## config.mk

```make
export PLATFORM = sky130hd
export DESIGN_NAME = bidi_line_level_reorder_unit_flat
export DESIGN_NICKNAME = d
export VERILOG_FILES = /design/src/hdl/bllr_pkg.sv /design/src/hdl/bllr_if.sv /design/src/hdl/bidi_line_level_reorder_unit.sv /design/src/hdl/bllr_ctrl.sv /design/src/hdl/bllr_datapath.sv /design/src/flat_wrapper.sv
export SDC_FILE = /design/constraint.sdc
export NUM_CORES = 2
export LEC_CHECK = 0
export ABC_CLOCK_PERIOD_IN_PS = 13340
export BUFFER_PORTS_ARGS = -buffer_cell sky130_fd_sc_hd__buf_2
export CAP_MARGIN = 20
export CORE_MARGIN = 4
export CORE_UTILIZATION = 35
export DETAILED_ROUTE_END_ITERATION = 12
export GPL_ROUTABILITY_DRIVEN = 0
export REMOVE_ABC_BUFFERS = 1
export SKIP_CTS_REPAIR_TIMING = 1
export SYNTH_ARGS = -nofsm -noshare
export SYNTH_HDL_FRONTEND = slang
export SYNTH_HIERARCHICAL = 1
export SYNTH_SLANG_ARGS = --single-unit
```

## constraint.sdc

```tcl
create_clock -name i_clk -period 13.34 [get_ports i_clk]
set_clock_uncertainty 0.05 [all_clocks]
set_input_delay 2.668 -clock i_clk [delete_from_list [all_inputs] [get_ports i_clk]]
set_output_delay 2.668 -clock i_clk [all_outputs]
set_load 0.05 [all_outputs]
```

## src/hdl/bllr_pkg.sv

```systemverilog
// Shared types, constants and the character classifier of the bidi line reorderer.
`timescale 1ns / 1ps

package bllr_pkg;

    localparam int MAX_CHARS_DEF = 64;
    localparam int IDX_W = 6;
    localparam int CP_W  = 21;
    localparam int LEN_W = 3;
    localparam int OFF_W = 8;
    localparam int BT_W  = 9;
    localparam int LVL_W = 2;
    localparam int CLS_W = 4;

    typedef logic [CLS_W-1:0] t_class;
    typedef logic [3:0]       t_pass;

    localparam t_class C_L   = 4'd0;
    localparam t_class C_R   = 4'd1;
    localparam t_class C_AL  = 4'd2;
    localparam t_class C_EN  = 4'd3;
    localparam t_class C_AN  = 4'd4;
    localparam t_class C_ES  = 4'd5;
    localparam t_class C_ET  = 4'd6;
    localparam t_class C_CS  = 4'd7;
    localparam t_class C_NSM = 4'd8;
    localparam t_class C_B   = 4'd9;
    localparam t_class C_S   = 4'd10;
    localparam t_class C_WS  = 4'd11;
    localparam t_class C_ON  = 4'd12;
    // Neutral marked during the backward neutral pass with the strong type on its right.
    localparam t_class C_NRL = 4'd13;
    localparam t_class C_NRR = 4'd14;

    localparam t_pass P_W123 = 4'd0;
    localparam t_pass P_W4   = 4'd1;
    localparam t_pass P_W5F  = 4'd2;
    localparam t_pass P_W5B  = 4'd3;
    localparam t_pass P_W67  = 4'd4;
    localparam t_pass P_NPRE = 4'd5;
    localparam t_pass P_NRES = 4'd6;
    localparam t_pass P_LVL  = 4'd7;
    localparam t_pass P_ORD  = 4'd8;

    localparam logic [LVL_W-1:0] LV_0 = 2'd0;
    localparam logic [LVL_W-1:0] LV_1 = 2'd1;
    localparam logic [LVL_W-1:0] LV_2 = 2'd2;

    typedef struct packed {
        logic             load_we;
        logic             load_drop;
        logic [IDX_W-1:0] load_addr;
        t_pass            pass;
        logic             proc_en;
        logic             first;
        logic             has_next;
        logic [IDX_W-1:0] rd_addr;
        logic [IDX_W-1:0] proc_addr;
        logic             emit_st;
        logic             emit_load;
        logic             emit_last;
        logic             clear_line;
    } t_cmd;

    typedef struct packed {
        logic out_free;
    } t_sts;

    function automatic logic rng(input logic [CP_W-1:0] v, input logic [CP_W-1:0] lo,
                                 input logic [CP_W-1:0] hi);
        return (v >= lo) && (v <= hi);
    endfunction

    function automatic t_class classify(input logic [CP_W-1:0] cp);
        t_class c;
        if (cp == 21'h0A || cp == 21'h0D || cp == 21'h2029) c = C_B;
        else if (cp == 21'h09 || cp == 21'h0B || cp == 21'h1F) c = C_S;
        else if (cp == 21'h20 || cp == 21'hA0 || cp == 21'h202F || cp == 21'h205F ||
                 cp == 21'h3000 || cp == 21'h0C) c = C_WS;
        else if (rng(cp, 21'h2000, 21'h200A)) c = C_WS;
        else if (rng(cp, 21'h0591, 21'h05BD)) c = C_NSM;
        else if (cp == 21'h05BF || cp == 21'h05C1 || cp == 21'h05C2 || cp == 21'h05C4 ||
                 cp == 21'h05C5 || cp == 21'h05C7) c = C_NSM;
        else if (rng(cp, 21'h0590, 21'h05FF)) c = C_R;
        else if (rng(cp, 21'h07C0, 21'h085F)) c = C_R;
        else if (rng(cp, 21'hFB1D, 21'hFB4F)) c = C_R;
        else if (rng(cp, 21'h0610, 21'h061A) || rng(cp, 21'h064B, 21'h065F) ||
                 cp == 21'h0670 || rng(cp, 21'h06D6, 21'h06DC) ||
                 rng(cp, 21'h06DF, 21'h06E4) || cp == 21'h06E7 || cp == 21'h06E8 ||
                 rng(cp, 21'h06EA, 21'h06ED)) c = C_NSM;
        else if (rng(cp, 21'h0660, 21'h0669)) c = C_AN;
        else if (rng(cp, 21'h06F0, 21'h06F9)) c = C_EN;
        else if (rng(cp, 21'h0600, 21'h06FF) || rng(cp, 21'h0750, 21'h077F) ||
                 rng(cp, 21'h08A0, 21'h08FF) || rng(cp, 21'hFB50, 21'hFDFF) ||
                 rng(cp, 21'hFE70, 21'hFEFF)) c = C_AL;
        else if (rng(cp, 21'h0300, 21'h036F) || rng(cp, 21'h1AB0, 21'h1AFF) ||
                 rng(cp, 21'h1DC0, 21'h1DFF) || rng(cp, 21'h20D0, 21'h20FF)) c = C_NSM;
        else if (rng(cp, 21'h30, 21'h39) || rng(cp, 21'h2070, 21'h2079) ||
                 rng(cp, 21'h2080, 21'h2089)) c = C_EN;
        else if (cp == 21'h2C || cp == 21'h2E || cp == 21'h3A) c = C_CS;
        else if (cp == 21'h2B || cp == 21'h2D || cp == 21'h207A || cp == 21'h207B ||
                 cp == 21'h208A || cp == 21'h208B) c = C_ES;
        else if (cp == 21'h24 || cp == 21'h25 || rng(cp, 21'hA2, 21'hA5) || cp == 21'hB0 ||
                 cp == 21'h2030 || cp == 21'h2031) c = C_ET;
        else if (rng(cp, 21'h41, 21'h5A) || rng(cp, 21'h61, 21'h7A)) c = C_L;
        else if (cp < 21'h20 || cp == 21'h7F) c = C_ON;
        else if (rng(cp, 21'h21, 21'h2F) || rng(cp, 21'h3A, 21'h40) ||
                 rng(cp, 21'h5B, 21'h60) || rng(cp, 21'h7B, 21'h7E)) c = C_ON;
        else c = C_L;
        return c;
    endfunction

    function automatic logic is_neutral(input t_class c);
        return (c == C_B) || (c == C_S) || (c == C_WS) || (c == C_ON);
    endfunction

    function automatic t_class n_view(input t_class c);
        return (c == C_EN || c == C_AN) ? C_R : c;
    endfunction

endpackage

```

## src/hdl/bllr_if.sv

```systemverilog
// Valid/ready channel interfaces for the input characters and the visual results.
`timescale 1ns / 1ps

interface bllr_in_if;
    import bllr_pkg::*;
    logic             valid;
    logic             ready;
    logic [CP_W-1:0]  code_point;
    logic [LEN_W-1:0] byte_length;
    logic             last_char;
    modport source (output valid, code_point, byte_length, last_char, input ready);
    modport sink (input valid, code_point, byte_length, last_char, output ready);
endinterface

interface bllr_out_if;
    import bllr_pkg::*;
    logic             valid;
    logic             ready;
    logic [IDX_W-1:0] logical_index;
    logic [LVL_W-1:0] char_level;
    logic [OFF_W-1:0] byte_offset;
    logic [LEN_W-1:0] byte_count;
    logic             last_result;
    logic             overflow;
    modport source (output valid, logical_index, char_level, byte_offset, byte_count,
                    last_result, overflow, input ready);
    modport sink (input valid, logical_index, char_level, byte_offset, byte_count,
                  last_result, overflow, output ready);
endinterface

```

## src/hdl/bidi_line_level_reorder_unit.sv

```systemverilog
// Top level of the bidi line reorderer: channels, configuration register and checks.
`timescale 1ns / 1ps

// Usage: a line is sent on the input channel one character per transfer, in logical
// order, each with its code point and UTF-8 length; last_char marks the final one.
// Loading takes one character per cycle. Up to MAX_CHARS characters are kept; later
// ones are dropped and every result of that line carries the overflow flag.
// After the last character the block runs nine passes over the stored line, each
// bounded by the one read port of each store. It then delivers one result per stored
// character on the output channel in visual order, left to right, each through the
// states S_EVO, S_EST and S_EPUT, the last one flagged with last_result. The input
// is not ready from the last character until the final result of that line is in
// the output register; a stalled receiver holds that register and pauses the emission.
// base_rtl (address 0) is written over the APB port; the user is to write it only
// between lines, and the block itself does not enforce this. Reset empties the
// line, clears the overflow flag and sets base_rtl to 0.

module bidi_line_level_reorder_unit #(
    parameter int MAX_CHARS = bllr_pkg::MAX_CHARS_DEF
) (
    input  logic        i_clk,
    input  logic        i_rst_n,
    bllr_in_if.sink     i_in_ch,
    bllr_out_if.source  o_out_ch,
    input  logic        psel,
    input  logic        penable,
    input  logic        pwrite,
    input  logic [1:0]  paddr,
    input  logic [31:0] pwdata,
    output logic [31:0] prdata,
    output logic        pready
);
    import bllr_pkg::*;

    logic r_base_rtl;
    t_cmd cmd;
    t_sts sts;
    logic in_ready;

    assign pready = 1'b1;
    assign prdata = (paddr == 2'd0) ? {31'd0, r_base_rtl} : 32'd0;

    always_ff @(posedge i_clk) begin
        if (!i_rst_n) begin
            r_base_rtl <= 1'b0;
        end else if (psel && penable && pwrite && paddr == 2'd0) begin
            r_base_rtl <= pwdata[0];
        end
    end

    assign i_in_ch.ready = in_ready;

    bllr_ctrl #(.MAX_CHARS(MAX_CHARS)) u_ctrl (
        .i_clk      (i_clk),
        .i_rst_n    (i_rst_n),
        .i_in_valid (i_in_ch.valid),
        .i_in_last  (i_in_ch.last_char),
        .o_in_ready (in_ready),
        .i_sts      (sts),
        .o_cmd      (cmd)
    );

    bllr_datapath #(.MAX_CHARS(MAX_CHARS)) u_dp (
        .i_clk           (i_clk),
        .i_rst_n         (i_rst_n),
        .i_base_rtl      (r_base_rtl),
        .i_code_point    (i_in_ch.code_point),
        .i_byte_length   (i_in_ch.byte_length),
        .i_cmd           (cmd),
        .o_sts           (sts),
        .i_out_ready     (o_out_ch.ready),
        .o_out_valid     (o_out_ch.valid),
        .o_logical_index (o_out_ch.logical_index),
        .o_char_level    (o_out_ch.char_level),
        .o_byte_offset   (o_out_ch.byte_offset),
        .o_byte_count    (o_out_ch.byte_count),
        .o_last_result   (o_out_ch.last_result),
        .o_overflow      (o_out_ch.overflow)
    );

`ifndef SYNTHESIS
    // The final character of a line starts resolution, so loading stops.
    a_last_stops_load: assert property (@(posedge i_clk) disable iff (!i_rst_n)
        (i_in_ch.valid && i_in_ch.ready && i_in_ch.last_char) |=> !i_in_ch.ready)
        else $error("input still ready after the last character of a line");

    // While results of a line remain, no new line is taken.
    a_no_load_mid_line: assert property (@(posedge i_clk) disable iff (!i_rst_n)
        (o_out_ch.valid && o_out_ch.ready && !o_out_ch.last_result) |-> !i_in_ch.ready)
        else $error("input ready while results of a line are pending");
`endif

endmodule

```

## src/hdl/bllr_ctrl.sv

```systemverilog
// Controller: line loading, sequencing of the resolution passes and result emission.
`timescale 1ns / 1ps

module bllr_ctrl #(
    parameter int MAX_CHARS = bllr_pkg::MAX_CHARS_DEF
) (
    input  logic           i_clk,
    input  logic           i_rst_n,
    input  logic           i_in_valid,
    input  logic           i_in_last,
    output logic           o_in_ready,
    input  bllr_pkg::t_sts i_sts,
    output bllr_pkg::t_cmd o_cmd
);
    import bllr_pkg::*;

    localparam int IW = $clog2(MAX_CHARS);
    localparam int CW = $clog2(MAX_CHARS + 1);
    localparam int PW = $clog2(MAX_CHARS + 2);

    localparam logic [2:0] S_LOAD = 3'd0;
    localparam logic [2:0] S_PASS = 3'd1;
    localparam logic [2:0] S_EVO  = 3'd2;
    localparam logic [2:0] S_EST  = 3'd3;
    localparam logic [2:0] S_EPUT = 3'd4;

    logic [2:0]    r_state, n_state;
    logic [CW-1:0] r_cnt, n_cnt;
    logic [PW-1:0] r_c, n_c;
    t_pass         r_pass, n_pass;
    logic [IW-1:0] r_k, n_k;

    logic [PW-1:0] c_n;
    logic [PW-1:0] rd_pos, proc_pos;
    logic          bwd;

    assign c_n = PW'(r_cnt);
    assign bwd = (r_pass == P_W5B) || (r_pass == P_NPRE) || (r_pass == P_LVL);
    // Backward passes walk the line from its last character down to the first.
    assign rd_pos   = bwd ? (c_n - PW'(1) - r_c) : r_c;
    assign proc_pos = bwd ? (c_n + PW'(1) - r_c) : (r_c - PW'(2));

    always_comb begin
        n_state    = r_state;
        n_cnt      = r_cnt;
        n_c        = r_c;
        n_pass     = r_pass;
        n_k        = r_k;
        o_in_ready = 1'b0;
        o_cmd      = '0;
        o_cmd.pass = r_pass;
        case (r_state)
            S_LOAD: begin
                o_in_ready      = 1'b1;
                o_cmd.load_addr = IDX_W'(r_cnt[IW-1:0]);
                if (i_in_valid) begin
                    if (r_cnt < CW'(MAX_CHARS)) begin
                        o_cmd.load_we = 1'b1;
                        n_cnt         = r_cnt + CW'(1);
                    end else begin
                        o_cmd.load_drop = 1'b1;
                    end
                    if (i_in_last) begin
                        n_state = S_PASS;
                        n_pass  = P_W123;
                        n_c     = '0;
                    end
                end
            end
            S_PASS: begin
                o_cmd.rd_addr   = IDX_W'(rd_pos[IW-1:0]);
                o_cmd.proc_addr = IDX_W'(proc_pos[IW-1:0]);
                o_cmd.proc_en   = (r_c >= PW'(2));
                o_cmd.first     = (r_c == PW'(2));
                o_cmd.has_next  = (r_c <= c_n);
                n_c             = r_c + PW'(1);
                if (r_c == c_n + PW'(1)) begin
                    n_c = '0;
                    if (r_pass == P_ORD) begin
                        n_state = S_EVO;
                        n_k     = '0;
                    end else begin
                        n_pass = r_pass + 4'd1;
                    end
                end
            end
            S_EVO: begin
                o_cmd.rd_addr = IDX_W'(r_k);
                n_state       = S_EST;
            end
            S_EST: begin
                o_cmd.rd_addr = IDX_W'(r_k);
                o_cmd.emit_st = 1'b1;
                n_state       = S_EPUT;
            end
            S_EPUT: begin
                o_cmd.rd_addr = IDX_W'(r_k);
                o_cmd.emit_st = 1'b1;
                if (i_sts.out_free) begin
                    o_cmd.emit_load = 1'b1;
                    if (CW'(r_k) == r_cnt - CW'(1)) begin
                        o_cmd.emit_last  = 1'b1;
                        o_cmd.clear_line = 1'b1;
                        n_cnt            = '0;
                        n_state          = S_LOAD;
                    end else begin
                        n_k     = r_k + IW'(1);
                        n_state = S_EVO;
                    end
                end
            end
            default: begin
                n_state = S_LOAD;
            end
        endcase
    end

    always_ff @(posedge i_clk) begin
        if (!i_rst_n) begin
            r_state <= S_LOAD;
            r_cnt   <= '0;
            r_c     <= '0;
            r_pass  <= P_W123;
            r_k     <= '0;
        end else begin
            r_state <= n_state;
            r_cnt   <= n_cnt;
            r_c     <= n_c;
            r_pass  <= n_pass;
            r_k     <= n_k;
        end
    end

endmodule

```

## src/hdl/bllr_datapath.sv

```systemverilog
// Datapath: character stores, the rule logic of each pass and the result register.
`timescale 1ns / 1ps

module bllr_datapath #(
    parameter int MAX_CHARS = bllr_pkg::MAX_CHARS_DEF
) (
    input  logic                      i_clk,
    input  logic                      i_rst_n,
    input  logic                      i_base_rtl,
    input  logic [bllr_pkg::CP_W-1:0]  i_code_point,
    input  logic [bllr_pkg::LEN_W-1:0] i_byte_length,
    input  bllr_pkg::t_cmd            i_cmd,
    output bllr_pkg::t_sts            o_sts,
    input  logic                      i_out_ready,
    output logic                      o_out_valid,
    output logic [bllr_pkg::IDX_W-1:0] o_logical_index,
    output logic [bllr_pkg::LVL_W-1:0] o_char_level,
    output logic [bllr_pkg::OFF_W-1:0] o_byte_offset,
    output logic [bllr_pkg::LEN_W-1:0] o_byte_count,
    output logic                      o_last_result,
    output logic                      o_overflow
);
    import bllr_pkg::*;

    localparam int IW = $clog2(MAX_CHARS);

    t_class           mem_oc [MAX_CHARS];
    t_class           mem_wc [MAX_CHARS];
    logic [LVL_W-1:0] mem_lv [MAX_CHARS];
    logic [IW-1:0]    mem_vo [MAX_CHARS];
    logic [OFF_W-1:0] mem_off[MAX_CHARS];
    logic [LEN_W-1:0] mem_len[MAX_CHARS];
    logic [2*IW-1:0]  mem_end[MAX_CHARS];

    t_class           r_q_oc, r_q_wc, r_cur_oc, r_cur_wc;
    logic [LVL_W-1:0] r_q_lv, r_cur_lv;
    logic [IW-1:0]    r_q_vo;
    logic [OFF_W-1:0] r_q_off;
    logic [LEN_W-1:0] r_q_len;
    logic [2*IW-1:0]  r_q_end, r_cur_end;

    t_class           r_prev, n_prev, r_strong, n_strong;
    logic             r_trail, n_trail;
    logic [LVL_W-1:0] r_plev, n_plev;
    logic [IW-1:0]    r_x0, n_x0, r_x1, n_x1;

    logic [BT_W-1:0]  r_bt;
    logic             r_ovf;

    logic [IW-1:0]    ra, rd_a, wa, idx, pos;
    logic [LEN_W-1:0] len_c;
    t_class           sos, t, nx, p_eff, s_eff, w, right, wc_wd;
    logic [LVL_W-1:0] base_lv, lvl, lv_wd;
    logic [2*IW-1:0]  end_wd;
    logic             wc_we, lv_we, vo_we, trail_eff;
    logic [IW-1:0]    eb, ed;

    assign rd_a  = i_cmd.rd_addr[IW-1:0];
    assign wa    = i_cmd.proc_addr[IW-1:0];
    assign idx   = wa;
    assign ra    = i_cmd.emit_st ? r_q_vo : rd_a;
    assign len_c = (i_byte_length == '0) ? LEN_W'(1) :
                   (i_byte_length > LEN_W'(4)) ? LEN_W'(4) : i_byte_length;

    assign sos     = i_base_rtl ? C_R : C_L;
    assign base_lv = {1'b0, i_base_rtl};
    assign t       = r_cur_wc;
    assign nx      = r_q_wc;
    assign p_eff   = i_cmd.first ? sos : r_prev;
    assign s_eff   = i_cmd.first ? sos : r_strong;
    assign {eb, ed} = r_cur_end;

    always_comb begin
        n_prev    = r_prev;
        n_strong  = r_strong;
        n_trail   = r_trail;
        n_plev    = r_plev;
        n_x0      = r_x0;
        n_x1      = r_x1;
        wc_wd     = t;
        lv_wd     = base_lv;
        end_wd    = {r_x0, r_x1};
        pos       = idx;
        w         = t;
        right     = C_L;
        lvl       = base_lv;
        trail_eff = i_cmd.first | r_trail;
        wc_we     = 1'b0;
        lv_we     = 1'b0;
        vo_we     = 1'b0;
        case (i_cmd.pass)
            P_W123: begin
                wc_we = i_cmd.proc_en;
                w     = (r_cur_oc == C_NSM) ? p_eff : r_cur_oc;
                n_prev   = w;
                n_strong = (w == C_L || w == C_R || w == C_AL) ? w : s_eff;
                if (w == C_EN && s_eff == C_AL) wc_wd = C_AN;
                else if (w == C_AL) wc_wd = C_R;
                else wc_wd = w;
            end
            P_W4: begin
                wc_we = i_cmd.proc_en;
                if (!i_cmd.first && i_cmd.has_next) begin
                    if (t == C_ES && r_prev == C_EN && nx == C_EN) wc_wd = C_EN;
                    else if (t == C_CS && r_prev == nx && (r_prev == C_EN || r_prev == C_AN))
                        wc_wd = r_prev;
                end
                n_prev = wc_wd;
            end
            P_W5F, P_W5B: begin
                // The neighbor is the one handled just before, in either direction.
                wc_we = i_cmd.proc_en;
                if (!i_cmd.first && t == C_ET && r_prev == C_EN) wc_wd = C_EN;
                n_prev = wc_wd;
            end
            P_W67: begin
                wc_we = i_cmd.proc_en;
                w     = (t == C_ES || t == C_ET || t == C_CS) ? C_ON : t;
                if (w == C_EN && s_eff == C_L) w = C_L;
                n_strong = (w == C_L || w == C_R) ? w : s_eff;
                wc_wd    = w;
            end
            P_NPRE: begin
                wc_we = i_cmd.proc_en;
                if (is_neutral(t)) begin
                    wc_wd    = (s_eff == C_R) ? C_NRR : C_NRL;
                    n_strong = s_eff;
                end else begin
                    n_strong = n_view(t);
                end
            end
            P_NRES: begin
                wc_we = i_cmd.proc_en;
                if (t == C_NRL || t == C_NRR) begin
                    right = (t == C_NRR) ? C_R : C_L;
                    if (s_eff == C_L && right == C_L) wc_wd = C_L;
                    else if (s_eff == C_R && right == C_R) wc_wd = C_R;
                    else wc_wd = sos;
                    n_strong = s_eff;
                end else begin
                    n_strong = n_view(t);
                end
            end
            P_LVL: begin
                lv_we = i_cmd.proc_en;
                if (!i_base_rtl) begin
                    if (t == C_R) lvl = LV_1;
                    else if (t == C_AN || t == C_EN) lvl = LV_2;
                    else lvl = LV_0;
                end else if (t == C_L || t == C_EN || t == C_AN) begin
                    lvl = LV_2;
                end else begin
                    lvl = LV_1;
                end
                // Separators and the whitespace before them or at line end fall back.
                if (r_cur_oc == C_B || r_cur_oc == C_S) begin
                    lvl     = base_lv;
                    n_trail = 1'b1;
                end else if (r_cur_oc == C_WS) begin
                    if (trail_eff) lvl = base_lv;
                    n_trail = trail_eff;
                end else begin
                    n_trail = 1'b0;
                end
                lv_wd = lvl;
                if (lvl != LV_0 && (i_cmd.first || r_plev == LV_0)) n_x0 = idx;
                if (lvl == LV_2 && (i_cmd.first || r_plev != LV_2)) n_x1 = idx;
                end_wd = {n_x0, n_x1};
                n_plev = lvl;
            end
            P_ORD: begin
                vo_we = i_cmd.proc_en;
                if (r_cur_lv != LV_0 && (i_cmd.first || r_plev == LV_0)) n_x0 = idx;
                if (r_cur_lv == LV_2 && (i_cmd.first || r_plev != LV_2)) n_x1 = idx;
                n_plev = r_cur_lv;
                // Mirror within the outer run, and a second time within the inner run.
                if (r_cur_lv == LV_0) pos = idx;
                else if (r_cur_lv == LV_1) pos = n_x0 + eb - idx;
                else pos = n_x0 + eb - n_x1 - ed + idx;
            end
            default: begin
                wc_we = 1'b0;
            end
        endcase
    end

    always_ff @(posedge i_clk) begin
        if (i_cmd.load_we) mem_oc[i_cmd.load_addr[IW-1:0]] <= classify(i_code_point);
        r_q_oc <= mem_oc[rd_a];
    end

    always_ff @(posedge i_clk) begin
        if (wc_we) mem_wc[wa] <= wc_wd;
        r_q_wc <= mem_wc[rd_a];
    end

    always_ff @(posedge i_clk) begin
        if (lv_we) mem_lv[wa] <= lv_wd;
        r_q_lv <= mem_lv[ra];
    end

    always_ff @(posedge i_clk) begin
        if (lv_we) mem_end[wa] <= end_wd;
        r_q_end <= mem_end[rd_a];
    end

    always_ff @(posedge i_clk) begin
        if (vo_we) mem_vo[pos] <= idx;
        r_q_vo <= mem_vo[rd_a];
    end

    always_ff @(posedge i_clk) begin
        if (i_cmd.load_we) mem_off[i_cmd.load_addr[IW-1:0]] <= r_bt[OFF_W-1:0];
        r_q_off <= mem_off[ra];
    end

    always_ff @(posedge i_clk) begin
        if (i_cmd.load_we) mem_len[i_cmd.load_addr[IW-1:0]] <= len_c;
        r_q_len <= mem_len[ra];
    end

    always_ff @(posedge i_clk) begin
        r_cur_oc  <= r_q_oc;
        r_cur_wc  <= r_q_wc;
        r_cur_lv  <= r_q_lv;
        r_cur_end <= r_q_end;
        if (i_cmd.proc_en) begin
            r_prev   <= n_prev;
            r_strong <= n_strong;
            r_trail  <= n_trail;
            r_plev   <= n_plev;
            r_x0     <= n_x0;
            r_x1     <= n_x1;
        end
    end

    always_ff @(posedge i_clk) begin
        if (!i_rst_n) begin
            r_bt  <= '0;
            r_ovf <= 1'b0;
        end else if (i_cmd.clear_line) begin
            r_bt  <= '0;
            r_ovf <= 1'b0;
        end else begin
            if (i_cmd.load_we) r_bt <= r_bt + BT_W'(len_c);
            if (i_cmd.load_drop) r_ovf <= 1'b1;
        end
    end

    always_ff @(posedge i_clk) begin
        if (!i_rst_n) begin
            o_out_valid <= 1'b0;
        end else if (i_cmd.emit_load) begin
            o_out_valid <= 1'b1;
        end else if (i_out_ready) begin
            o_out_valid <= 1'b0;
        end
    end

    always_ff @(posedge i_clk) begin
        if (i_cmd.emit_load) begin
            o_logical_index <= IDX_W'(r_q_vo);
            o_char_level    <= r_q_lv;
            o_byte_offset   <= r_q_off;
            o_byte_count    <= r_q_len;
            o_last_result   <= i_cmd.emit_last;
            o_overflow      <= r_ovf;
        end
    end

    assign o_sts.out_free = !o_out_valid || i_out_ready;

endmodule

```

## src/flat_wrapper.sv

```systemverilog
// flat-port wrapper written by rule: the top's interface ports become plain ports
module bidi_line_level_reorder_unit_flat import bllr_pkg::*;
#(
    parameter int MAX_CHARS = bllr_pkg::MAX_CHARS_DEF
)
  (i_clk, i_rst_n, psel, penable, pwrite, paddr, pwdata, prdata, pready, i_in_ch_valid, i_in_ch_code_point, i_in_ch_byte_length, i_in_ch_last_char, i_in_ch_ready, o_out_ch_valid, o_out_ch_logical_index, o_out_ch_char_level, o_out_ch_byte_offset, o_out_ch_byte_count, o_out_ch_last_result, o_out_ch_overflow, o_out_ch_ready);
  bllr_in_if i_in_ch_i ();
  bllr_out_if o_out_ch_i ();
  input  logic i_clk;
  input  logic i_rst_n;
  input  logic psel;
  input  logic penable;
  input  logic pwrite;
  input  logic [1:0] paddr;
  input  logic [31:0] pwdata;
  output logic [31:0] prdata;
  output logic pready;
  input wire logic [$bits(i_in_ch_i.valid)-1:0] i_in_ch_valid;
  input wire logic [$bits(i_in_ch_i.code_point)-1:0] i_in_ch_code_point;
  input wire logic [$bits(i_in_ch_i.byte_length)-1:0] i_in_ch_byte_length;
  input wire logic [$bits(i_in_ch_i.last_char)-1:0] i_in_ch_last_char;
  output wire logic [$bits(i_in_ch_i.ready)-1:0] i_in_ch_ready;
  output wire logic [$bits(o_out_ch_i.valid)-1:0] o_out_ch_valid;
  output wire logic [$bits(o_out_ch_i.logical_index)-1:0] o_out_ch_logical_index;
  output wire logic [$bits(o_out_ch_i.char_level)-1:0] o_out_ch_char_level;
  output wire logic [$bits(o_out_ch_i.byte_offset)-1:0] o_out_ch_byte_offset;
  output wire logic [$bits(o_out_ch_i.byte_count)-1:0] o_out_ch_byte_count;
  output wire logic [$bits(o_out_ch_i.last_result)-1:0] o_out_ch_last_result;
  output wire logic [$bits(o_out_ch_i.overflow)-1:0] o_out_ch_overflow;
  input wire logic [$bits(o_out_ch_i.ready)-1:0] o_out_ch_ready;
  assign i_in_ch_i.valid = i_in_ch_valid;
  assign i_in_ch_i.code_point = i_in_ch_code_point;
  assign i_in_ch_i.byte_length = i_in_ch_byte_length;
  assign i_in_ch_i.last_char = i_in_ch_last_char;
  assign i_in_ch_ready = i_in_ch_i.ready;
  assign o_out_ch_valid = o_out_ch_i.valid;
  assign o_out_ch_logical_index = o_out_ch_i.logical_index;
  assign o_out_ch_char_level = o_out_ch_i.char_level;
  assign o_out_ch_byte_offset = o_out_ch_i.byte_offset;
  assign o_out_ch_byte_count = o_out_ch_i.byte_count;
  assign o_out_ch_last_result = o_out_ch_i.last_result;
  assign o_out_ch_overflow = o_out_ch_i.overflow;
  assign o_out_ch_i.ready = o_out_ch_ready;
  bidi_line_level_reorder_unit #(.MAX_CHARS(MAX_CHARS)) u_core (.i_clk(i_clk), .i_rst_n(i_rst_n), .i_in_ch(i_in_ch_i), .o_out_ch(o_out_ch_i), .psel(psel), .penable(penable), .pwrite(pwrite), .paddr(paddr), .pwdata(pwdata), .prdata(prdata), .pready(pready));
endmodule
```

# After elaboration in Yosys (flattened, before gate mapping)
# Memories as Yosys holds them, arrays and structs flattened. A register that Yosys moved wholly into a read port is not among the register bits.
# Cells that the tools add are included.
dict set report word_totals {
  reg_bits 105
  latch_bits 0
  ramBits 2496
  rom_bits 0
  input_bits 66
  out_inout_bits 56
  elab_cells 488
  memories 7
}
# name depth word_bits rd rd_ports_with_merged_regs wr line_no
set memory_table {}
lappend memory_table {u_core.u_dp.mem_end 64 12 1 1 1 bllr_datapath.sv:33} ;# logic [2*IW-1:0] mem_end[MAX_CHARS];
lappend memory_table {u_core.u_dp.mem_off 64 8 1 1 1 bllr_datapath.sv:31} ;# logic [OFF_W-1:0] mem_off[MAX_CHARS];
lappend memory_table {u_core.u_dp.mem_vo 64 6 1 1 1 bllr_datapath.sv:30} ;# logic [IW-1:0] mem_vo [MAX_CHARS];
lappend memory_table {u_core.u_dp.mem_oc 64 4 1 1 1 bllr_datapath.sv:27} ;# t_class mem_oc [MAX_CHARS];
lappend memory_table {u_core.u_dp.mem_wc 64 4 1 1 1 bllr_datapath.sv:28} ;# t_class mem_wc [MAX_CHARS];
lappend memory_table {u_core.u_dp.mem_len 64 3 1 1 1 bllr_datapath.sv:32} ;# logic [LEN_W-1:0] mem_len[MAX_CHARS];
lappend memory_table {{+1 memories} n/a n/a n/a n/a n/a n/a}
dict set report classes {
  n_addsub 14
  n_mul 0
  div_mod_pow 0
  n_lt_le_gt_ge 67
  eq_ne 92
  shifts 0
  mux 129
  n_bitwise 2
  n_reduce_logical 152
}
# cell count
set op_table {}
lappend op_table {{21-bit by 11-bit >= comparator with 1-bit output (second input constant)} 12}
lappend op_table {{21-bit by 11-bit <= comparator with 1-bit output (second input constant)} 11}
lappend op_table {{21-bit by 14-bit == test with 1-bit output (second input constant)} 10}
lappend op_table {{21-bit by 11-bit == test with 1-bit output (second input constant)} 9}
lappend op_table {{4-bit two-way mux} 45}
lappend op_table {{21-bit by 6-bit == test with 1-bit output (second input constant)} 8}
lappend op_table {{21-bit by 4-bit == test with 1-bit output (second input constant)} 5}
lappend op_table {{21-bit by 7-bit <= comparator with 1-bit output (second input constant)} 5}
lappend op_table {{6-bit two-way mux} 17}
lappend op_table {{21-bit by 14-bit >= comparator with 1-bit output (second input constant)} 4}
lappend op_table {{21-bit by 7-bit >= comparator with 1-bit output (second input constant)} 4}
lappend op_table {{21-bit by 14-bit <= comparator with 1-bit output (second input constant)} 4}
lappend op_table {{1-bit logical OR} 66}
lappend op_table {{21-bit by 16-bit >= comparator with 1-bit output (second input constant)} 3}
lappend op_table {{21-bit by 6-bit >= comparator with 1-bit output (second input constant)} 3}
lappend op_table {{21-bit by 16-bit <= comparator with 1-bit output (second input constant)} 3}
lappend op_table {{1-bit logical AND} 49}
lappend op_table {{7-bit two-way mux} 7}
lappend op_table {{6-bit one-hot mux with 2 select lines} 4}
lappend op_table {{4-bit == test (second input constant)} 11}
lappend op_table {{21-bit by 8-bit == test with 1-bit output (second input constant)} 2}
lappend op_table {{21-bit by 13-bit >= comparator with 1-bit output (second input constant)} 2}
lappend op_table {{21-bit by 12-bit <= comparator with 1-bit output (second input constant)} 2}
lappend op_table {{21-bit by 13-bit <= comparator with 1-bit output (second input constant)} 2}
lappend op_table {{63 further kinds} 168}

# Logic depth before layout (Yosys ltp)
dict set report depth {
  word_depth 27
  mapped_depth 26
  depth_no_buf 23
}

# Cells and area by module
# The synthesis kept the hierarchy.
# mod instances cells_per_inst area_per_inst_um2
set by_module_without_submodules {}
lappend by_module_without_submodules {bllr_datapath 1 4996 103570.6}
lappend by_module_without_submodules {bllr_ctrl 1 356 2691.3}
lappend by_module_without_submodules {bidi_line_level_reorder_unit 1 41 302.8}

# Least setup slack after synthesis
# No wires, ideal clock.
dict set report synth_timing {
  path_kind {register -> register}
  start {reg u_core.u_ctrl.r_cnt[0] (netlist: u_core/u_ctrl/c_n[0])}
  end {mem u_core/u_dp/mem_vo[32][0] in the netlist's numbering (enable)}
  setup_time_ns 0.377
  arrival_time_ns 8.971
  required_time_ns 12.913
  path_slack_ns 3.942
  path_stages_with_launch 24
  n_path_buf 1
  path_cell_list {dfxtp_1 > inv_1 > ha_1 > inv_1 > fa_1 > a211oi_1 > inv_1 > o21ai_0 > ha_1 > a21o_1 > a21oi_1 > xnor2_1 > inv_1 > fa_1 > inv_1 > ha_1 > o21ai_0 > o21bai_1 > a21oi_1 > xnor3_1 > xor2_1 > o221a_2 > clkbuf_1 > nor3_1}
}
# element line_no
set synth_lines {}
lappend synth_lines {{start: declaration} bllr_ctrl.sv:28} ;# logic [CW-1:0] r_cnt, n_cnt;
lappend synth_lines {{start signal: assignment} bllr_ctrl.sv:127} ;# r_cnt <= n_cnt;
lappend synth_lines {{end: declaration} bllr_datapath.sv:30}

==> results.md <==
- Outcome: finished, final reports clean
- Prevailing post-synth register cell: edfxtp_1
- Simple-Gate Fraction of Synth Area: 0.0445
- Finish-stage setup viols: 0
- Final TNS setup: 0 ns
- Initial antenna violation count: 9
- Initial Util: 0.352
- Post-synth EDFFs: 2,540
- Share of the synthesized area in the top cell type: 0.716
- Drt wl/cell: 25.8 um
- CP max-delay cell: nor3_1
- Pin count of the biggest net entering global routing: 106
- Critical Path Max Stage Delay: 0.98 ns
- Die H: 560 um
- Synth top cells by count: 2,540 x edfxtp_1, 755 x mux4_2, 301 x nor2_1, 296 x nand2_1, 200 x clkbuf_1
- Adder-cell area share of the yosys netlist: 0.00831
- MaxCap Viol Count: 0
- VDD IR max: 0.0927 mV
- GRT Residual Overflow: 0
- Fin. Hold Viols: 0
- Cells after Synth: 5,393
- Fin crit share: 0.600
- Mux cell area share after synthesis: 0.165
- Asr flop ratio synth: 0
- RSZ-0062 raised after global routing: false
- Gr usage total: 0.159
- Max FO, Critical Path: 51
- Final Max Slew Viols: 0
- Core area: 303,000 um2
- Area leader, netlist: edfxtp_1
- H-tree Lvls: 5
- DRT Pass-1 Iters: 6
- Cell mode on critical path: inv_1
- Leakage power: 37.7 nW
- Via count: 53,800
- Synth Area in Compound Gates: 0.0261
- Most numerous cell in the Yosys netlist: edfxtp_1
- Largest family of logic cells by synthesized area: multiplexers
- Worst setup EP type: flip-flop
- Rows: 202
- Fin cells: 9,834
- Synthesis-to-layout area growth: 13.6%
- Cells along the critical path: inv_1 > ha_1 > inv_1 > fa_1 > a211oi_4 > buf_4 > inv_1 > o21ai_0 > ha_1 > a21o_1 > a21oi_1 > xnor2_1 > inv_1 > fa_1 > inv_1 > ha_1 > xor2_1 > a22o_1 > a22oi_1 > nand2b_1 > nor3_1
- TritonCTS clock tree: done
- Synth Area in XOR/XNOR: 0.00472
- Final WL: 254,000 um
- Worst Path Class, Setup: flip-flop to flip-flop
- Detail Route Antenna Nets: 0
- # clock sinks: 2,639
- Number of global-route vias before repair: 54,000
- Worst-margin pin slew: 1.10 ns
- HPWL Detailed: 148,000 um
- IO Pins: 122
- Placed cell count: 9,333
- Vias/cell: 5.47
- Cell Pwr Density: 140 nW/um2
- Die W: 560 um
- Worst hold path class: flip-flop to flip-flop
- Worst Path Required: 13.80 ns
- Synth area leaders: edfxtp_1 72%, mux4_2 16%, dfxtp_1 1.9%
- CTS root buf: clkbuf_16
- Worst skew pair latency: 0.91 ns
- Crit path DAT: 8.46 ns
- Nets: 5,779
- DIE AREA: 313,000 um2
- Syn Std Cell Area: 107,000 um2
- Share of layout cells above drive strength 1: 0.259
- Synthesized area per cell: 19.8 um2
- Cts bufs inserted: 284
- #FFs+latches synth: 2,639
- Synthesis warning total: 6
- DRT iter0 DRCs: 6,032
- # port buffers: 58
- Buffers and inverters on the worst path: 6
- Sequential area share after synthesis: 0.734
- Final Critical Period: 8.00 ns
- Unique masters post-synth: 108
- CP top delay family: adder cells
- CP Launch Type: flip-flop
- Slew margin rel.: 0.270
- Clk buf depth: 4
- Hold slack: 0.278 ns
- DR DRC count: 0
- Worst-path clk slew: 0.06 ns
- Highest clock rate: 125 MHz
- First-pass GRT wire length: 373,000 um
[layout by cell type (no fill, tap or decap), types with 63 or more instances in the layout]
cell type / count
buf_4: 202
nor3_1: 92
clkbuf_1: 63
nand2_1: 296
inv_1: 77
clkbuf_16: 286
nor2_1: 296
edfxtp_1: 2540
o21ai_0: 88
a21oi_1: 63
dfxtp_1: 91
mux4_2: 755
[layer usage]
metal,vias up,GRT usage,routed length (um)
met4,0,0.0392,6060
met1,28800,0.227,110000
met5,-,0,0
met2,1985,0.255,122000
li1,22600,-,-
met3,388,0.0256,16300
[cells by family after synthesis]
logic type                 after synthesis
and+or+nand+nor                        998
other                                    2
adders and majority gates               62
AOI/OAI and AO/OA                      415
xor gates and xnor gates                51
DFF                                   2639
muxes                                  811
buffers and inverters                  415
[flip-flops by register name, summed over array words and instances (netlist names), 7 cells and up]
signal,cells
u_core/u_dp/mem_lv,128
u_core/u_dp/mem_oc,256
u_core/u_dp/o_byte_offset,8
u_core/u_dp/mem_len,192
u_core/u_ctrl/r_c,7
u_core/u_dp/mem_wc,256
u_core/u_dp/r_cur_end,12
u_core/u_dp/mem_off,512
u_core/u_dp/mem_vo,384
u_core/u_dp/r_q_off,8
u_core/u_ctrl/c_n,7
u_core/u_dp/r_bt,8
u_core/u_dp/mem_end,768
u_core/u_dp/r_q_end,12
[layout make-up]
| type | instances | area, um2 |
|---|---|---|
| tap | 3978 | 4980 |
| fill | 26600 | 182000 |
| antenna | 4 | 10.0 |
| timing repair buffer | 278 | 2140 |
| inverter | 80 | 300 |
| sequential | 2639 | 78300 |
| multi-input combinational | 2369 | 26900 |
| clock buffer | 359 | 7530 |
| clock inverter | 127 | 921 |
[path summary, 6_finish.rpt]
check,cells past startpoint,endpoint,slack (ns),start
setup / recovery,21,u_core/u_dp/mem_vo[47][4]$_DFFE_PP_,5.34,u_core/u_ctrl/c_n[0]$_SDFFE_PN0P_
setup reg to reg,21,u_core/u_dp/mem_vo[47][4]$_DFFE_PP_,5.34,u_core/u_ctrl/c_n[0]$_SDFFE_PN0P_
hold / removal,0,u_core/u_dp/r_cur_oc[2]$_DFF_P_,0.28,u_core/u_dp/r_q_oc[2]$_DFF_P_
hold reg to reg,0,u_core/u_dp/r_cur_oc[2]$_DFF_P_,0.28,u_core/u_dp/r_q_oc[2]$_DFF_P_
[where the power goes]
group          switching (mW)  internal (mW)  leakage (nW)
registers              0.0244           9.07          24.2
logic                   0.390          0.203          9.38
clock network            3.05           4.19          4.13
total                    3.46           13.5          37.7
[per-stage QoR]
stage	area, um2	power (mW)	setup WS (ns)	utilization
global route	121000	17.5	4.74	0.400
detailed placement	112000	9.86	5.37	0.371
CTS	121000	17.1	5.38	0.399
floorplan	105000	9.85	-85.28	-
global placement	112000	9.85	5.48	0.371
finish	121000	16.9	5.34	0.400
[worst register-to-register path, cell delays in order (launching register included)]
cell	delay, ns
dfxtp_1	0.60
inv_1	0.09
ha_1	0.40
inv_1	0.16
fa_1	0.47
a211oi_4	0.20
buf_4	0.49
inv_1	0.43
o21ai_0	0.40
ha_1	0.32
a21o_1	0.16
a21oi_1	0.19
xnor2_1	0.18
inv_1	0.10
fa_1	0.53
inv_1	0.04
ha_1	0.33
xor2_1	0.18
a22o_1	0.19
a22oi_1	0.56
nand2b_1	0.60
nor3_1	0.98
No activity file was read; power rests on OpenSTA's default activity.
